==> config.mk <==
export PLATFORM = sky130hd
export DESIGN_NAME = sync_frame_field_extractor_flat
export DESIGN_NICKNAME = d
export VERILOG_FILES = /design/src/rtl/sffe_pkg.sv /design/src/rtl/sffe_in_if.sv /design/src/rtl/sffe_out_if.sv /design/src/rtl/sync_frame_field_extractor.sv /design/src/flat_wrapper.sv
export SDC_FILE = /design/constraint.sdc
export NUM_CORES = 1
export LEC_CHECK = 0
export ABC_AREA = 1
export BUFFER_PORTS_ARGS = -buffer_cell sky130_fd_sc_hd__buf_2
export CORE_AREA = 2 2 213 215
export CTS_BUF_LIST = sky130_fd_sc_hd__clkbuf_2
export CTS_CLUSTER_SIZE = 12
export DETAILED_ROUTE_END_ITERATION = 8
export DIE_AREA = 0 0 215 217
export GPL_TIMING_DRIVEN = 0
export PLACE_DENSITY = 0.53
export SLEW_MARGIN = 20
export SYNTH_ARGS = -nofsm -noshare
export SYNTH_HDL_FRONTEND = slang
export SYNTH_SLANG_ARGS = --single-unit
export TNS_END_PERCENT = 1
==> constraint.sdc <==
create_clock -name i_clk -period 10.15 [get_ports i_clk]
set_clock_uncertainty 0.15 [all_clocks]
set_input_delay 0.5075 -clock i_clk [delete_from_list [all_inputs] [get_ports i_clk]]
set_output_delay 0.5075 -clock i_clk [all_outputs]
set_load 0.01 [all_outputs]
==> src/rtl/sffe_pkg.sv <==
// constants and register codes of the frame field extractor
`timescale 1ns / 1ps
package sffe_pkg;

    localparam int NUM_VALUES    = 10;
    localparam int OUT_VALUES    = 10;
    localparam int PAYLOAD_BYTES = 2 * NUM_VALUES;
    localparam int STORE_DEPTH   = PAYLOAD_BYTES - 1;

    localparam logic [7:0] SYNC_FIRST  = 8'hFE;
    localparam logic [7:0] SYNC_SECOND = 8'h19;

    localparam int PH_DATA_I = 6;
    localparam int PHASE_W   = $clog2(PH_DATA_I + PAYLOAD_BYTES);

    localparam logic [PHASE_W-1:0] PH_HUNT   = PHASE_W'(0);
    localparam logic [PHASE_W-1:0] PH_SYNC2  = PHASE_W'(1);
    localparam logic [PHASE_W-1:0] PH_ID_LO  = PHASE_W'(2);
    localparam logic [PHASE_W-1:0] PH_ID_HI  = PHASE_W'(3);
    localparam logic [PHASE_W-1:0] PH_LEN_LO = PHASE_W'(4);
    localparam logic [PHASE_W-1:0] PH_LEN_HI = PHASE_W'(5);
    localparam logic [PHASE_W-1:0] PH_DATA   = PHASE_W'(PH_DATA_I);

    localparam logic [7:0] MESSAGE_ID_RST = 8'd5;
    localparam logic [7:0] HUNT_LIMIT_RST = 8'd110;

    typedef enum logic {
        REG_MESSAGE_ID = 1'b0,
        REG_HUNT_LIMIT = 1'b1
    } t_reg_idx;

    localparam logic KIND_FRAME   = 1'b0;
    localparam logic KIND_TIMEOUT = 1'b1;

    typedef logic [15:0] t_value;

endpackage

==> src/rtl/sffe_in_if.sv <==
// byte input channel
`timescale 1ns / 1ps
interface sffe_in_if;
    logic       valid;
    logic       ready;
    logic [7:0] rx_byte;

    modport source (output valid, output rx_byte, input ready);
    modport sink   (input valid, input rx_byte, output ready);
    modport mon    (input valid, input rx_byte, input ready);
endinterface

==> src/rtl/sffe_out_if.sv <==
// result channel: decoded frame values or hunt timeout
`timescale 1ns / 1ps
interface sffe_out_if;
    logic        valid;
    logic        ready;
    logic        kind;
    logic [15:0] right_x;
    logic [15:0] right_y;
    logic [15:0] left_y;
    logic [15:0] left_x;
    logic [15:0] switch_a;
    logic [15:0] switch_b;
    logic [15:0] switch_c;
    logic [15:0] switch_d;
    logic [15:0] knob_a;
    logic [15:0] knob_b;
    logic        error_seen;

    modport source (
        output valid, output kind, output right_x, output right_y, output left_y,
        output left_x, output switch_a, output switch_b, output switch_c,
        output switch_d, output knob_a, output knob_b, output error_seen,
        input ready
    );
    modport sink (
        input valid, input kind, input right_x, input right_y, input left_y,
        input left_x, input switch_a, input switch_b, input switch_c,
        input switch_d, input knob_a, input knob_b, input error_seen,
        output ready
    );
    modport mon (
        input valid, input kind, input right_x, input right_y, input left_y,
        input left_x, input switch_a, input switch_b, input switch_c,
        input switch_d, input knob_a, input knob_b, input error_seen,
        input ready
    );
endinterface

==> src/rtl/sync_frame_field_extractor.sv <==
// Frame field extractor: parses a received byte stream into frames of ten values.
// One byte is taken every clock cycle; a byte accepted at one edge has its result (if any)
// in the output register from the next cycle on, and the next byte is taken in the same
// cycle as long as the output register is empty or being drained. The byte parser is a
// single state register plus a 19-byte payload store in flip-flops, all updated at the
// accept edge; the result register is what parts the input and output handshakes. A
// frame result appears on the byte that completes the payload; a hunt timeout result
// (all values zero, error_seen set) appears when the non-sync count reaches hunt_limit.
// The user writes message_id and hunt_limit via the config port only while idle; unenforced.
`timescale 1ns / 1ps
module sync_frame_field_extractor
    import sffe_pkg::*;
(
    input  logic        i_clk,
    input  logic        i_rst_n,
    input  logic        i_cfg_we,
    input  logic        i_cfg_idx,
    input  logic [7:0]  i_cfg_data,
    sffe_in_if.sink     i_in,
    sffe_out_if.source  o_out
);

    logic [7:0]         r_message_id;
    logic [7:0]         r_hunt_limit;
    logic [PHASE_W-1:0] r_phase, n_phase;
    logic [7:0]         r_hunt_count, n_hunt_count;
    logic               r_error, n_error;
    logic [7:0]         r_field [STORE_DEPTH];

    logic               r_out_valid;
    logic               r_kind;
    logic               r_err_seen;
    t_value             r_val [OUT_VALUES];

    t_value             w_val [OUT_VALUES];
    logic               w_accept;
    logic               w_emit;
    logic               w_emit_kind;
    logic               w_store;
    logic [PHASE_W-1:0] w_pos;
    logic [7:0]         w_byte;
    logic [7:0]         w_cnt_inc;
    logic               w_hunt;

    assign w_byte   = i_in.rx_byte;
    assign i_in.ready = !r_out_valid || o_out.ready;
    assign w_accept = i_in.valid && i_in.ready;

    // config writes
    always_ff @(posedge i_clk) begin
        if (!i_rst_n) begin
            r_message_id <= MESSAGE_ID_RST;
            r_hunt_limit <= HUNT_LIMIT_RST;
        end else if (i_cfg_we) begin
            unique case (t_reg_idx'(i_cfg_idx))
                REG_MESSAGE_ID: r_message_id <= i_cfg_data;
                REG_HUNT_LIMIT: r_hunt_limit <= i_cfg_data;
                default: ;
            endcase
        end
    end

    assign w_pos     = r_phase - PH_DATA;
    assign w_cnt_inc = r_hunt_count + 8'd1;

    // parser next state
    always_comb begin
        n_phase      = r_phase;
        n_hunt_count = r_hunt_count;
        n_error      = r_error;
        w_emit       = 1'b0;
        w_emit_kind  = KIND_FRAME;
        w_store      = 1'b0;
        w_hunt       = 1'b0;

        if (r_phase == PH_HUNT) begin
            w_hunt = 1'b1;
        end else if (r_phase == PH_SYNC2) begin
            if (w_byte == SYNC_SECOND) n_phase = PH_ID_LO;
            else w_hunt = 1'b1;
        end else if (r_phase == PH_ID_LO) begin
            n_phase = PH_ID_HI;
        end else if (r_phase == PH_ID_HI) begin
            if (w_byte == r_message_id) n_phase = PH_LEN_LO;
            else w_hunt = 1'b1;
        end else if (r_phase == PH_LEN_LO) begin
            n_phase = PH_LEN_HI;
        end else if (r_phase == PH_LEN_HI) begin
            n_phase = PH_DATA;
        end else if (w_pos < PHASE_W'(STORE_DEPTH)) begin
            w_store = 1'b1;
            n_phase = r_phase + PHASE_W'(1);
        end else if (w_pos == PHASE_W'(STORE_DEPTH)) begin
            // last payload byte closes the frame
            w_emit  = 1'b1;
            n_phase = PH_HUNT;
        end else begin
            n_phase = PH_HUNT;
        end

        // a failed check falls back to hunting on the same byte
        if (w_hunt) begin
            if (w_byte == SYNC_FIRST) begin
                n_hunt_count = 8'd0;
                n_phase      = PH_SYNC2;
            end else begin
                n_phase = PH_HUNT;
                if (w_cnt_inc >= r_hunt_limit) begin
                    n_hunt_count = 8'd0;
                    n_error      = 1'b1;
                    w_emit       = 1'b1;
                    w_emit_kind  = KIND_TIMEOUT;
                end else begin
                    n_hunt_count = w_cnt_inc;
                end
            end
        end
    end

    // assemble little-endian values; the last high byte is the incoming byte
    for (genvar k = 0; k < OUT_VALUES; k++) begin : g_val
        if (k < NUM_VALUES) begin : g_used
            if (2 * k + 1 < STORE_DEPTH) begin : g_stored
                assign w_val[k] = {r_field[2*k+1], r_field[2*k]};
            end else begin : g_last
                assign w_val[k] = {w_byte, r_field[2*k]};
            end
        end else begin : g_unused
            assign w_val[k] = 16'd0;
        end
    end

    always_ff @(posedge i_clk) begin
        if (!i_rst_n) begin
            r_phase      <= PH_HUNT;
            r_hunt_count <= 8'd0;
            r_error      <= 1'b0;
        end else if (w_accept) begin
            r_phase      <= n_phase;
            r_hunt_count <= n_hunt_count;
            r_error      <= n_error;
        end
    end

    always_ff @(posedge i_clk) begin
        for (int i = 0; i < STORE_DEPTH; i++) begin
            if (w_accept && w_store && w_pos == PHASE_W'(i)) begin
                r_field[i] <= w_byte;
            end
        end
    end

    // result register
    always_ff @(posedge i_clk) begin
        if (!i_rst_n) begin
            r_out_valid <= 1'b0;
        end else if (w_accept) begin
            r_out_valid <= w_emit;
        end else if (o_out.ready) begin
            r_out_valid <= 1'b0;
        end
    end

    always_ff @(posedge i_clk) begin
        if (w_accept && w_emit) begin
            r_kind     <= w_emit_kind;
            r_err_seen <= (w_emit_kind == KIND_TIMEOUT) ? 1'b1 : r_error;
            for (int k = 0; k < OUT_VALUES; k++) begin
                r_val[k] <= (w_emit_kind == KIND_TIMEOUT) ? 16'd0 : w_val[k];
            end
        end
    end

    assign o_out.valid      = r_out_valid;
    assign o_out.kind       = r_kind;
    assign o_out.right_x    = r_val[0];
    assign o_out.right_y    = r_val[1];
    assign o_out.left_y     = r_val[2];
    assign o_out.left_x     = r_val[3];
    assign o_out.switch_a   = r_val[4];
    assign o_out.switch_b   = r_val[5];
    assign o_out.switch_c   = r_val[6];
    assign o_out.switch_d   = r_val[7];
    assign o_out.knob_a     = r_val[8];
    assign o_out.knob_b     = r_val[9];
    assign o_out.error_seen = r_err_seen;

endmodule

==> src/flat_wrapper.sv <==
// flat-port wrapper written by rule: the top's interface ports become plain ports
module sync_frame_field_extractor_flat import sffe_pkg::*;
  (i_clk, i_rst_n, i_cfg_we, i_cfg_idx, i_cfg_data, i_in_valid, i_in_rx_byte, i_in_ready, o_out_valid, o_out_kind, o_out_right_x, o_out_right_y, o_out_left_y, o_out_left_x, o_out_switch_a, o_out_switch_b, o_out_switch_c, o_out_switch_d, o_out_knob_a, o_out_knob_b, o_out_error_seen, o_out_ready);
  sffe_in_if i_in_i ();
  sffe_out_if o_out_i ();
  input  logic i_clk;
  input  logic i_rst_n;
  input  logic i_cfg_we;
  input  logic i_cfg_idx;
  input  logic [7:0] i_cfg_data;
  input wire logic [$bits(i_in_i.valid)-1:0] i_in_valid;
  input wire logic [$bits(i_in_i.rx_byte)-1:0] i_in_rx_byte;
  output wire logic [$bits(i_in_i.ready)-1:0] i_in_ready;
  output wire logic [$bits(o_out_i.valid)-1:0] o_out_valid;
  output wire logic [$bits(o_out_i.kind)-1:0] o_out_kind;
  output wire logic [$bits(o_out_i.right_x)-1:0] o_out_right_x;
  output wire logic [$bits(o_out_i.right_y)-1:0] o_out_right_y;
  output wire logic [$bits(o_out_i.left_y)-1:0] o_out_left_y;
  output wire logic [$bits(o_out_i.left_x)-1:0] o_out_left_x;
  output wire logic [$bits(o_out_i.switch_a)-1:0] o_out_switch_a;
  output wire logic [$bits(o_out_i.switch_b)-1:0] o_out_switch_b;
  output wire logic [$bits(o_out_i.switch_c)-1:0] o_out_switch_c;
  output wire logic [$bits(o_out_i.switch_d)-1:0] o_out_switch_d;
  output wire logic [$bits(o_out_i.knob_a)-1:0] o_out_knob_a;
  output wire logic [$bits(o_out_i.knob_b)-1:0] o_out_knob_b;
  output wire logic [$bits(o_out_i.error_seen)-1:0] o_out_error_seen;
  input wire logic [$bits(o_out_i.ready)-1:0] o_out_ready;
  assign i_in_i.valid = i_in_valid;
  assign i_in_i.rx_byte = i_in_rx_byte;
  assign i_in_ready = i_in_i.ready;
  assign o_out_valid = o_out_i.valid;
  assign o_out_kind = o_out_i.kind;
  assign o_out_right_x = o_out_i.right_x;
  assign o_out_right_y = o_out_i.right_y;
  assign o_out_left_y = o_out_i.left_y;
  assign o_out_left_x = o_out_i.left_x;
  assign o_out_switch_a = o_out_i.switch_a;
  assign o_out_switch_b = o_out_i.switch_b;
  assign o_out_switch_c = o_out_i.switch_c;
  assign o_out_switch_d = o_out_i.switch_d;
  assign o_out_knob_a = o_out_i.knob_a;
  assign o_out_knob_b = o_out_i.knob_b;
  assign o_out_error_seen = o_out_i.error_seen;
  assign o_out_i.ready = o_out_ready;
  sync_frame_field_extractor u_core (.i_clk(i_clk), .i_rst_n(i_rst_n), .i_cfg_we(i_cfg_we), .i_cfg_idx(i_cfg_idx), .i_cfg_data(i_cfg_data), .i_in(i_in_i), .o_out(o_out_i));
endmodule
==> results of run 1 <==
[logic make-up (layout without fill, tap and decap cells)]
group,after synthesis,in the layout,synth area share
buffers and inverters,231,614,0.07214
DFF,345,345,0.7624
xor gates and xnor gates,9,9,0.005980
AOI/OAI and AO/OA,46,46,0.01965
and+or+nand+nor,355,355,0.1256
adders and majority gates,15,15,0.01424
other,0,1,0
[metrics by stage]
stage	total power [W]	utilization	setup slack [ns]	std cells
CTS	0.002632	0.3624	6.472	1984
finish	0.002580	0.3625	6.478	1985
detailed placement	0.001636	0.3341	6.504	1788
global route	0.002708	0.3625	6.161	1985
global placement	0.001636	0.3323	1.979	1785
floorplan	0.001603	-	4.065	1001
[synth_stat cells (3+ instances only)]
cell / number
sky130_fd_sc_hd__ha_1: 15
sky130_fd_sc_hd__buf_2: 7
sky130_fd_sc_hd__edfxtp_1: 314
sky130_fd_sc_hd__o21ai_0: 11
sky130_fd_sc_hd__a21oi_1: 23
sky130_fd_sc_hd__o211ai_1: 6
sky130_fd_sc_hd__nand2_2: 3
sky130_fd_sc_hd__buf_6: 10
sky130_fd_sc_hd__inv_2: 6
sky130_fd_sc_hd__xor2_1: 6
sky130_fd_sc_hd__clkbuf_1: 5
sky130_fd_sc_hd__nand4_1: 6
sky130_fd_sc_hd__nor2_2: 90
sky130_fd_sc_hd__nor3_1: 8
sky130_fd_sc_hd__inv_1: 203
sky130_fd_sc_hd__nand2_1: 107
sky130_fd_sc_hd__xnor2_1: 3
sky130_fd_sc_hd__dfxtp_1: 31
sky130_fd_sc_hd__nor2_1: 122
sky130_fd_sc_hd__nand3_1: 10
[area by class of cell]
type,count,area share
Clock inverter,21,0.01027
Buffer,22,0.01027
Clock buffer,130,0.04015
Inverter,209,0.04842
Sequential cell,345,0.6202
Timing Repair Buffer,232,0.08880
Antenna cell,1,0.0001544
Tap cell,600,0.04633
Multi-Input combinational cell,425,0.1354
[state kept, by name, summed over array words and instances, names as in the netlist]
name	count
u_core.o_out.kind	1
u_core.r_val	160
u_core.r_error	1
u_core.r_hunt_count	8
u_core.r_message_id	8
u_core.o_out.valid	1
u_core.r_field	152
u_core.r_hunt_limit	8
u_core.o_out.error_seen	1
u_core.r_phase	5
[path summary, 6_finish.rpt]
kind                                             from                                   to  slack, ns
setup / recovery  u_core.r_hunt_count[0]$_SDFFE_PN0P_     u_core.r_val[4][4]$_SDFFCE_PP0P_       6.48
hold / removal                          i_cfg_data[4]  u_core.r_hunt_limit[4]$_SDFFE_PN0P_       0.19
setup reg to reg  u_core.r_hunt_count[0]$_SDFFE_PN0P_     u_core.r_val[4][4]$_SDFFCE_PP0P_       6.48
hold reg to reg   u_core.r_hunt_limit[4]$_SDFFE_PN0P_  u_core.r_hunt_limit[4]$_SDFFE_PN0P_       0.33
[layer usage]
metal | routed length [µm] | vias up | GRT usage | share of wire
li1 | - | 3942 | - | -
met1 | 13170 | 3776 | 0.1621 | 0.44
met2 | 14640 | 216 | 0.2125 | 0.49
met3 | 1507 | 50 | 0.03382 | 0.050
met4 | 618 | 0 | 0.06184 | 0.021
met5 | 0 | - | 0 | 0
[where the power goes]
group          switching, W  total [W]  leakage (nW)  internal, W
registers        0.00000329    0.00155          3.08      0.00154
clock network      0.000549   0.000963         0.621     0.000415
logic             0.0000449  0.0000711          3.02    0.0000261
total              0.000597    0.00258          6.72      0.00198
[repair_timing]
| item | in CTS | in global routing |
|---|---|---|
| endpoints found under the hold margin | 184 | 0 |
| setup endpoints to repair | 0 | 0 |
| buffers inserted | 0 | 0 |
| hold buffers | 45 | 0 |
[worst register-to-register path, cell delays in order, from the launching register on]
cell and delay, ns:
sky130_fd_sc_hd__dfxtp_1 0.43, sky130_fd_sc_hd__ha_1 0.21, sky130_fd_sc_hd__nand3_1 0.12, sky130_fd_sc_hd__nand3b_1 0.20, sky130_fd_sc_hd__xor2_1 0.19, sky130_fd_sc_hd__inv_1 0.08
sky130_fd_sc_hd__ha_1 0.27, sky130_fd_sc_hd__nand2_1 0.06, sky130_fd_sc_hd__nor2_1 0.16, sky130_fd_sc_hd__nand4_1 0.12, sky130_fd_sc_hd__nand3_2 0.19, sky130_fd_sc_hd__nand2_1 0.10
sky130_fd_sc_hd__inv_2 0.07, sky130_fd_sc_hd__nand3_1 0.15, sky130_fd_sc_hd__nand2_4 0.46, sky130_fd_sc_hd__buf_16 0.33
==> impl_summary.md, run 1 <==
Status
The run finished with clean final reports.

Timing
The number of pins with negative max-slew slack in the final report is 0. The total negative slack is 0 ns. The number of failing hold endpoints at the final stage is 0. The setup violation total in the final timing report is 0. The maximum achievable frequency is 0.2723 GHz. Of the available clock period, the critical path in the final layout requires 0.3618. Setup repair after global routing left no endpoint under its margin. The worst-margin pin slew is 1.048 ns. Final hold analysis gives a worst-case slack of 0.1887 ns.

The smallest clock period supported by the final layout is computed as 3.672 ns. In this run the tightest slew margin relative to its limit is 0.2988.

CTS
The clock reaches the later pin of the worst-skew pair after 1.02 ns. The clock transition at the register clock pins on the worst setup and hold paths after CTS is 0.10 ns. For this design, the sink count on the clock tree is 345.

The clock tree from TritonCTS is yes. The largest buffer count on any clock path is 3. Gates resized during post-CTS repair numbered 0. The CTS buffer count is 89. The H-tree was split into 3 levels. The root buffer cell is sky130_fd_sc_hd__clkbuf_2.

Finish
The final design instance area without fill is 16,200 µm². The most common cell after layout, fill and taps aside is sky130_fd_sc_hd__edfxtp_1. The multi-input combinational cells in the finished layout cover a total of 2193 µm².

The growth of design area from synthesis to finish is 22.92%. Summing all flip-flop and latch instances after layout gives 10,050 µm². Of the cells placed in the final design, the portion with a size suffix greater than 1 is 0.3251. The final layout contains 1,361 nets. The top cell types in the final layout, fill and taps aside, are sky130_fd_sc_hd__edfxtp_1 (314), sky130_fd_sc_hd__inv_1 (203), sky130_fd_sc_hd__buf_2 (191). The final-layout fill cell count is 4,499.

Route
The routed layout has 7,984 vias. The detailed-routing iteration count for the pre-antenna-repair pass is 4. The count of nets left with antenna violations after detail routing is 0. The routed design has 29,940 µm of wire. For this run, design rule violations remaining after detail routing come to 0. Dividing the detail-routed wire length by the instance count gives 15.08 µm. The number of design-rule violations left by the first detailed-router iteration is 406. The average vias per placed instance is 4.022.

Yosys
The number of enable flip-flop cells after synthesis is 314. The total of flip-flops plus latches after synthesis is 345. The total number of yosys warnings is 0. The gate count of the mapped netlist is 1,001. The biggest area consumer among synthesized cells is sky130_fd_sc_hd__edfxtp_1. After synthesis, the cell types taking the most area are sky130_fd_sc_hd__edfxtp_1 (72%), sky130_fd_sc_hd__inv_1 (5.8%), sky130_fd_sc_hd__dfxtp_1 (4.7%). The area share of the leading cell type in the synthesized netlist is 0.7153.

Counting every net in the synthesized netlist gives 1,038. Summing every instance area after synthesis gives 13,180 µm². The average instance in the mapped netlist occupies 13.17 µm². The synthesized netlist contains 32 unique library cells.

The commonest register cell after synthesis is sky130_fd_sc_hd__edfxtp_1. In the synthesized netlist the async set-or-reset flop fraction comes to 0. The portion of the post-synthesis area used by sequential elements is 0.7624.

Setup path
For the worst setup path, the data required time is 10.67 ns. The logic depth of the worst register-to-register path is 15. In this design, the stage delay of the slowest critical-path cell is 0.46 ns. The count of cell instances traversed by the critical path is 15. The worst setup path is captured at a register. The type of the worst setup path is reg2reg. The data arrival time of the worst path is 4.19 ns. The largest driver fanout on the critical path is 55. Walking the worst path, the cells encountered are ha_1, nand3_1, nand3b_1, xor2_1, inv_1, ha_1, nand2_1, nor2_1, nand4_1, nand3_2, nand2_1, inv_2, nand3_1, nand2_4, buf_16. Among all stages on the critical path, the largest delay is contributed by sky130_fd_sc_hd__nand2_4. The critical path's top delay family is simple AND/OR/NAND/NOR gates. The sort of element at the start of the critical path is a register. The number of buffers and inverters on the critical path is 3.

Power and ir drop
The power per unit of standard cell area is 159.2 nW/µm². The leakage power figure is 6.718 nW. The largest vdd supply drop is 0.07984 mV.

Global routing
The largest net degree at the start of global routing is 56. The number of antenna violations at the first check in global routing is 1. The via count of the first global-routing pass is 7,768.

The first global-routing pass estimated 45,060 µm of wire. In the global route stage, overall resource usage came out at 0.1303. The total overflow reported by the global router is 0.

Place
The last weighted congestion value of the routability-driven placer is 0.7870. Summing all placed instances gives a cell area of 14,930 µm². The count of buffers inserted at the top-level ports is 184.

The HPWL after detailed placement is 18,610 µm.

Min path
The number of cells on the worst hold path is 4. The class of the most critical hold timing path is in2reg.

Flow run
The count of max-cap constraint violations is 0.

Die
The floorplan step set the die height to 217 µm. The width of the chip is 215 µm. The die covers 46,660 µm². The number of standard-cell rows in the floorplan is 78.

The number of placed I/O pins is 186. The area inside the core boundary is 44,700 µm². The starting utilization of the core area is 0.2949.
No activity file was read; power rests on OpenSTA's default activity.
==> run 2: changes to the inputs <==
PLACE_DENSITY = 0.55   (was 0.53)
clock period = 3.05 ns   (was 10.15 ns; I/O delays follow)
==> impl_summary.md, run 2 (synthesized netlist as in run 1, its figures left out) <==
Route
The detailed-routing iteration count for the pre-antenna-repair pass came to 5 (+1). The count of nets left with antenna violations after detail routing came to 0 (unchanged). The post-detailed-route DRC marker count came to 0 (unchanged). The average vias per placed instance is 4.084 (+1.5%). The total number of vias was 8,335 (+4.4%). The detailed-route wire length per cell came to 16.91 µm (+12%). The number of design-rule violations left by the first detailed-router iteration came to 465 (+15%). The routed wire length is 34,520 µm (+15%).

CTS
TritonCTS built the clock tree. CTS placed an instance of sky130_fd_sc_hd__clkbuf_2 at the clock tree root. The clock transition at the register clock pins on the worst setup and hold paths after CTS is 0.10 ns (about the same). The largest buffer count on any clock path is 3 (unchanged). The number of H-tree branching levels is 3 (unchanged).

The CTS buffer count is 92 (+3.4%). The later-pin clock latency in the skew report came to 1.04 ns (+0.02 ns). The number of clock sinks came to 345 (unchanged).

Setup path
The sort of element at the start of the critical path is a register. The delay contributed by the slowest stage of the critical path is 0.65 ns (+0.19 ns). By startpoint and endpoint, the worst setup path is classified as reg2reg. The master of the slowest instance on the critical path is sky130_fd_sc_hd__nor2_1. The largest driver fanout on the critical path came to 8 (-85%).

The worst setup path is captured at a register. The required arrival time at the worst endpoint is 3.52 ns (-7.15 ns). In this run the critical register-to-register path is launched from u_core.r_phase[0]$_SDFFE_PN0P_. The data arrival time of the worst path is 3.44 ns (-0.75 ns). The slack of the worst reg-to-reg path is 0.08 ns (-6.40 ns). Walking the worst path, the cells encountered are inv_1, ha_1, nand2_1, nand2_1, nor2_1, nand2_1, nor2_1, nand2_1, nor2_1. The worst register-to-register path ends at u_core.r_field[14][2]$_DFFE_PP_. The library cell appearing most often on the critical path is sky130_fd_sc_hd__nand2_1. The logic depth of the worst register-to-register path is 9 (-6). The critical path's top delay family is simple AND/OR/NAND/NOR gates. The total buffers and inverters traversed by the critical path was 1 (-2).

Global routing
The largest net degree at the start of global routing is 29 (-48%). The wire length of the first global-routing pass is 49,270 µm (+9.3%). The number of antenna violations at the first check in global routing is 3 (+2). The total overflow reported by the global router was 0 (unchanged). The overall routing resource usage came to 0.1459 (+0.01559). The via count of the first global-routing pass is 8,219 (+5.8%).

Die
The starting utilization of the core area is 0.2949 (unchanged). The die area is 46,660 µm² (unchanged). The area inside the core boundary is 44,700 µm² (unchanged). The number of placed I/O pins is 186 (unchanged). The number of standard-cell rows in the floorplan is 78 (unchanged). The vertical die dimension is 217 µm (unchanged).

The width of the chip is 215 µm (unchanged).

Finish
The multi-input combinational cell area is 2365 µm² (+7.8%). The final design instance area without fill is 17,040 µm² (+5.2%). The largest registers in the layout are u_core.r_val (160), u_core.r_field (152). The growth of design area from synthesis to finish is 29.25%. The post-route core utilization came to 0.3812 (+0.01867). The number of flip-flops in the largest register was 160 (unchanged).

The final-layout fill cell count was 4,439 (-1.3%). More flip-flops sit in one register than any other, and that register is u_core.r_val. The area taken by flip-flops and latches is 10,060 µm² (about the same). The proportion of layout cells with a drive suffix above 1 was 0.3489 (+0.02371).

The net count of the finished layout is 1,414 (+3.9%). In the layout the commonest cells are sky130_fd_sc_hd__edfxtp_1 (314), sky130_fd_sc_hd__inv_1 (203), sky130_fd_sc_hd__buf_2 (185). The library cell used most frequently in the layout, excluding fill and tap cells, is sky130_fd_sc_hd__edfxtp_1.

Timing
The setup violation total in the final timing report was 0 (unchanged). The final critical-path share of the clock period is 0.9754 (+0.6136). The number of pins with negative max-slew slack in the final report was 0 (unchanged). The maximum achievable frequency came to 0.3362 GHz (+23%).

The minimum clock period after layout is 2.975 ns (-0.6972 ns). The worst-margin pin slew is 1.137 ns (+0.08947 ns). The number of failing hold endpoints at the final stage is 0 (unchanged).

Setup repair after global routing could not meet its margin everywhere. The worst slew slack as a fraction of its limit is 0.2392 (-0.05957).

Power and ir drop
The leakage power figure is 7.045 nW (+4.9%). The power per unit of standard cell area is 511.6 nW/µm² (+220%). The largest vdd supply drop is 0.2121 mV (+170%).

Min path
The origin of the worst min-delay path is i_in_rx_byte[4]. The worst hold path endpoint is u_core.r_phase[3]$_SDFFE_PN0P_. The number of cells on the worst hold path is 8 (+4). The min-delay analysis places its worst path in the category in2reg.

Place
The last weighted congestion value of the routability-driven placer is 0.7703 (-2.1%). The area of placed instances came to 14,960 µm² (+0.21%). The post-DP HPWL came to 18,600 µm (about the same). The count of buffers inserted at the top-level ports is 184 (unchanged).

Flow run
The count of max-cap constraint violations is 0 (unchanged).

Status
The flow ran to the end, and the final reports show no timing, DRC or antenna violations.
-- run 2: cell count changes in the layout (fill, tap and decap cells not counted), moves of 4 or more --
cell	previous run	this run
sky130_fd_sc_hd__buf_8	0	4
sky130_fd_sc_hd__dlygate4sd3_1	45	78
sky130_fd_sc_hd__buf_12	2	7
sky130_fd_sc_hd__clkinv_1	12	7
sky130_fd_sc_hd__buf_4	0	11
sky130_fd_sc_hd__buf_16	1	5
sky130_fd_sc_hd__nor2_2	90	103
sky130_fd_sc_hd__buf_6	10	3
sky130_fd_sc_hd__clkbuf_2	130	139
sky130_fd_sc_hd__nor2_1	122	106
sky130_fd_sc_hd__buf_2	191	185
-- run 2: worst register-to-register path, stage by stage (launching register included) --
cell and delay [ns]:
sky130_fd_sc_hd__dfxtp_1 0.46, sky130_fd_sc_hd__inv_1 0.13, sky130_fd_sc_hd__ha_1 0.27, sky130_fd_sc_hd__nand2_1 0.10, sky130_fd_sc_hd__nand2_1 0.12, sky130_fd_sc_hd__nor2_1 0.15
sky130_fd_sc_hd__nand2_1 0.08, sky130_fd_sc_hd__nor2_1 0.29, sky130_fd_sc_hd__nand2_1 0.18, sky130_fd_sc_hd__nor2_1 0.65
-- run 2: repair_timing --
item	in CTS	in global routing
hold buffers	73	8
setup endpoints to repair	351	440
buffers inserted	9	0
resized for setup	15	43
cloned	6	0
hold endpoints to repair	192	53
pin swaps	5	3
-- run 2: final cells by class --
| cell class | count | share of cell area |
|---|---|---|
| sequential | 345 | 0.5902 |
| multi-input combinational | 427 | 0.1388 |
| timing repair buffer | 280 | 0.1191 |
| inverter | 209 | 0.04634 |
| tap | 600 | 0.04406 |
| clock buffer | 139 | 0.04083 |
| buffer | 22 | 0.01234 |
| clock inverter | 17 | 0.008005 |
| antenna | 2 | 0.0002938 |
-- run 2: worst max-delay path by stage --
| stage | startpoint | endpoint | cells after the start | slack, ns |
|---|---|---|---|---|
| final | u_core.r_phase[0]$_SDFFE_PN0P_ | u_core.r_field[14][2]$_DFFE_PP_ | 9 | 0.08 |
| after global routing | u_core.r_phase[0]$_SDFFE_PN0P_ | u_core.r_field[6][4]$_DFFE_PP_ | 9 | -0.19 |
| after CTS | u_core.r_phase[0]$_SDFFE_PN0P_ | u_core.r_field[7][4]$_DFFE_PP_ | 9 | -0.005 |
| after detailed placement | u_core.r_hunt_count[0]$_SDFFE_PN0P_ | u_core.r_val[4][4]$_SDFFCE_PP0P_ | 16 | -0.66 |
| after global placement | u_core.r_hunt_count[0]$_SDFFE_PN0P_ | u_core.r_val[7][0]$_SDFFCE_PP0P_ | 14 | -0.62 |
| after floorplan | u_core.r_hunt_count[0]$_SDFFE_PN0P_ | u_core.o_out.error_seen$_SDFFCE_PP1P_ | 14 | -0.04 |
-- run 2: routing by layer --
layer,vias to the layer above,part of all wire,track usage
li1,4075,-,-
met1,3940,0.43,0.1769
met2,256,0.49,0.2452
met3,64,0.053,0.03704
met4,0,0.030,0.06690
met5,-,0,0
-- run 2: power breakdown --
group          internal, W  switching [W]
registers          0.00513      0.0000116
clock network      0.00137        0.00190
logic             0.000125       0.000180
-- run 2: metrics by stage --
| stage | setup TNS [ns] | total power (W) | setup slack [ns] | hold WS (ns) | cells |
|---|---|---|---|---|---|
| finish | 0 | 0.008717 | 0.07514 | 0.2636 | 2041 |
| global route | -3.252 | 0.009138 | -0.1941 | 0.1935 | 2040 |
| CTS | -0.01062 | 0.008848 | -0.004975 | 0.003389 | 2031 |
| detailed placement | -72.99 | 0.005447 | -0.6590 | 0.2610 | 1787 |
| global placement | -114.02 | 0.005443 | -0.6215 | 0.2553 | 1785 |
| floorplan | -6.646 | 0.005337 | -0.04103 | 0.1014 | 1001 |
==> run 3: changes to the inputs <==
REMOVE_ABC_BUFFERS = 1   (was default)
==> impl_summary.md, run 3 (synthesized netlist as in run 1, its figures left out) <==
Power and ir drop
The power per unit of standard cell area is 503.3 nW/µm² (-1.6%). The largest vdd supply drop is 0.1760 mV (-17%). The total power is 0.008568 W (-1.7%). The leakage power figure was 6.981 nW (-0.90%).

Finish
The proportion of layout cells with a drive suffix above 1 is 0.3425 (-0.006359). The multi-input combinational cell area is 2367 µm² (+0.11%). The number of flip-flops in the largest register was 160 (unchanged). The final-layout fill cell count is 4,414 (-0.56%).

The most common cell after layout, fill and taps aside is sky130_fd_sc_hd__edfxtp_1. The top cell types in the final layout, fill and taps aside, are sky130_fd_sc_hd__edfxtp_1 (314), sky130_fd_sc_hd__inv_1 (202), sky130_fd_sc_hd__buf_2 (184). The post-route core utilization is 0.3808 (about the same).

Ranked by flip-flop count, first place goes to u_core.r_val. The net count of the finished layout came to 1,401 (-0.92%). The growth of design area from synthesis to finish is 29.14% (about the same). In the final layout, the registers with the most flip-flops are u_core.r_val (160), u_core.r_field (152). The area taken by flip-flops and latches is 10,060 µm² (about the same). The final design instance area without fill was 17,020 µm² (about the same).

CTS
The root buffer cell is sky130_fd_sc_hd__clkbuf_2. The number of H-tree branching levels is 3 (unchanged). The clock transition at the register clock pins on the worst setup and hold paths after CTS came to 0.11 ns (about the same). The CTS buffer count is 91 (-1.1%). TritonCTS built the clock tree.

The number of clock sinks is 345 (unchanged). The largest buffer count on any clock path was 3 (unchanged). The later-pin clock latency in the skew report is 1.01 ns (-0.03 ns).

Route
The detailed-routing iteration count for the pre-antenna-repair pass is 4 (-1). The post-detailed-route DRC marker count is 0 (unchanged). The detailed-route wire length per cell came to 17.12 µm (+1.3%). The total number of vias is 8,257 (-0.94%).

The routed wire length was 34,590 µm (+0.21%). The number of design-rule violations left by the first detailed-router iteration came to 437 (-6.0%). The average vias per placed instance is 4.088 (about the same). The count of nets left with antenna violations after detail routing came to 0 (unchanged).

Timing
Setup repair after global routing could not meet its margin everywhere. The minimum clock period after layout is 3.033 ns (+0.05817 ns). The worst slew slack as a fraction of its limit is 0.2894 (+0.05018). The setup violation total in the final timing report is 0 (unchanged). The worst-margin pin slew was 1.062 ns (-0.07502 ns). The number of pins with negative max-slew slack in the final report is 0 (unchanged). The maximum achievable frequency was 0.3297 GHz (-1.9%). The total negative slack was 0 ns (unchanged).

The final critical-path share of the clock period was 0.9944 (+0.01907). The number of failing hold endpoints at the final stage is 0 (unchanged).

Global routing
The wire length of the first global-routing pass came to 50,650 µm (+2.8%). The largest net degree at the start of global routing came to 45 (+55%). The total overflow reported by the global router is 0 (unchanged). The overall routing resource usage is 0.1507 (+0.004820). The via count of the first global-routing pass is 8,242 (+0.28%). The number of antenna violations at the first check in global routing is 2 (-1).

Setup path
The required arrival time at the worst endpoint is 3.60 ns (+0.08 ns). The critical path endpoint category is a register. The largest driver fanout on the critical path is 13 (+5). The worst setup path is launched from a register.

The type of the worst setup path is reg2reg. The data arrival time of the worst path is 3.59 ns (+0.15 ns).

Place
The count of buffers inserted at the top-level ports is 185 (+0.54%). The post-DP HPWL is 17,060 µm (-8.3%). The last weighted congestion value of the routability-driven placer is 0.7349 (-4.6%). The area of placed instances came to 14,810 µm² (-1.0%).

Status
The flow ran to the end, and the final reports show no timing, DRC or antenna violations.

Flow run
The count of max-cap constraint violations came to 0 (unchanged).

Die
The width of the chip is 215 µm (unchanged). The area inside the core boundary is 44,700 µm² (unchanged). The starting utilization of the core area was 0.2949 (unchanged). The die area is 46,660 µm² (unchanged). The vertical die dimension is 217 µm (unchanged). The number of placed I/O pins is 186 (unchanged). The number of standard-cell rows in the floorplan is 78 (unchanged).

Min path
The path class of the tightest hold or removal check is in2reg.
[run 3: cell count changes in the layout (fill, tap and decap cells not counted), moves of 3 or more]
| cell | before | now |
|---|---|---|
| sky130_fd_sc_hd__clkbuf_1 | 5 | 0 |
| sky130_fd_sc_hd__buf_16 | 5 | 10 |
| sky130_fd_sc_hd__inv_6 | 0 | 3 |
| sky130_fd_sc_hd__clkinv_1 | 7 | 15 |
| sky130_fd_sc_hd__dlygate4sd3_1 | 78 | 72 |
| sky130_fd_sc_hd__clkinv_2 | 5 | 1 |
| sky130_fd_sc_hd__clkbuf_2 | 139 | 125 |
| sky130_fd_sc_hd__buf_8 | 4 | 0 |
[run 3: area by class of cell]
class                           instances  area share
Multi-Input combinational cell        426      0.1391
Timing Repair inverter                  3    0.001985
Inverter                              209     0.04792
Sequential cell                       345      0.5908
Clock buffer                          125     0.03675
Antenna cell                            1   0.0001470
Clock inverter                         23    0.009041
Timing Repair Buffer                  288      0.1302
Tap cell                              600     0.04410
[run 3: per-stage QoR]
step	cells	setup slack, ns	hold WS (ns)
final	2020	0.01697	0.1711
after global routing	2020	-0.1356	0.07475
after CTS	2016	-0.01192	0.006049
after detailed placement	1768	-0.8167	0.2459
after global placement	1764	-5.322	0.2497
after floorplan	979	-3.035	0.08662
[run 3: repair_timing]
item,4_1_cts,5_1_grt
resized for setup,40,21
pin swaps,7,5
cloned,12,0
setup buffers,11,4
hold buffers,77,0
setup endpoints to repair,360,398
hold endpoints to repair,231,0
[run 3: path summary, 6_finish.rpt]
| kind | slack, ns | end | from | cells past startpoint |
|---|---|---|---|---|
| setup / recovery | 0.02 | u_core.r_val[2][15]$_SDFFCE_PP0P_ | u_core.r_hunt_count[2]$_SDFFE_PN0P_ | 17 |
| hold / removal | 0.17 | u_core.r_field[17][4]$_DFFE_PP_ | i_in_rx_byte[4] | 2 |
| setup reg to reg | 0.02 | u_core.r_val[2][15]$_SDFFCE_PP0P_ | u_core.r_hunt_count[2]$_SDFFE_PN0P_ | 17 |
| hold reg to reg | 0.31 | u_core.r_error$_SDFFE_PN0P_ | u_core.r_error$_SDFFE_PN0P_ | 2 |
[run 3: where the power goes]
part           total (W)  internal (W)  switching [W]
registers        0.00514       0.00513      0.0000109
logic           0.000304      0.000126       0.000178
clock network    0.00312       0.00127        0.00185
[run 3: critical path: stages (launching register included)]
cell and delay (ns):
sky130_fd_sc_hd__dfxtp_1 0.47, sky130_fd_sc_hd__nand3_4 0.11, sky130_fd_sc_hd__inv_2 0.07, sky130_fd_sc_hd__nand3_1 0.07, sky130_fd_sc_hd__xor2_1 0.22, sky130_fd_sc_hd__inv_1 0.11, sky130_fd_sc_hd__ha_4 0.28, sky130_fd_sc_hd__nand2_1 0.08
sky130_fd_sc_hd__nor2_4 0.09, sky130_fd_sc_hd__nand4_1 0.14, sky130_fd_sc_hd__nand3_4 0.14, sky130_fd_sc_hd__nand2_4 0.06, sky130_fd_sc_hd__inv_6 0.07, sky130_fd_sc_hd__nand3_4 0.09, sky130_fd_sc_hd__nand2_8 0.12, sky130_fd_sc_hd__buf_16 0.17
sky130_fd_sc_hd__buf_12 0.11, sky130_fd_sc_hd__buf_16 0.13
[run 3: per-layer routing]
metal,up-vias,global-route usage,part of all wire
li1,4020,-,-
met5,-,0,0
met4,0,0.06207,0.021
met1,3946,0.1867,0.43
met3,51,0.03438,0.047
met2,240,0.2549,0.50
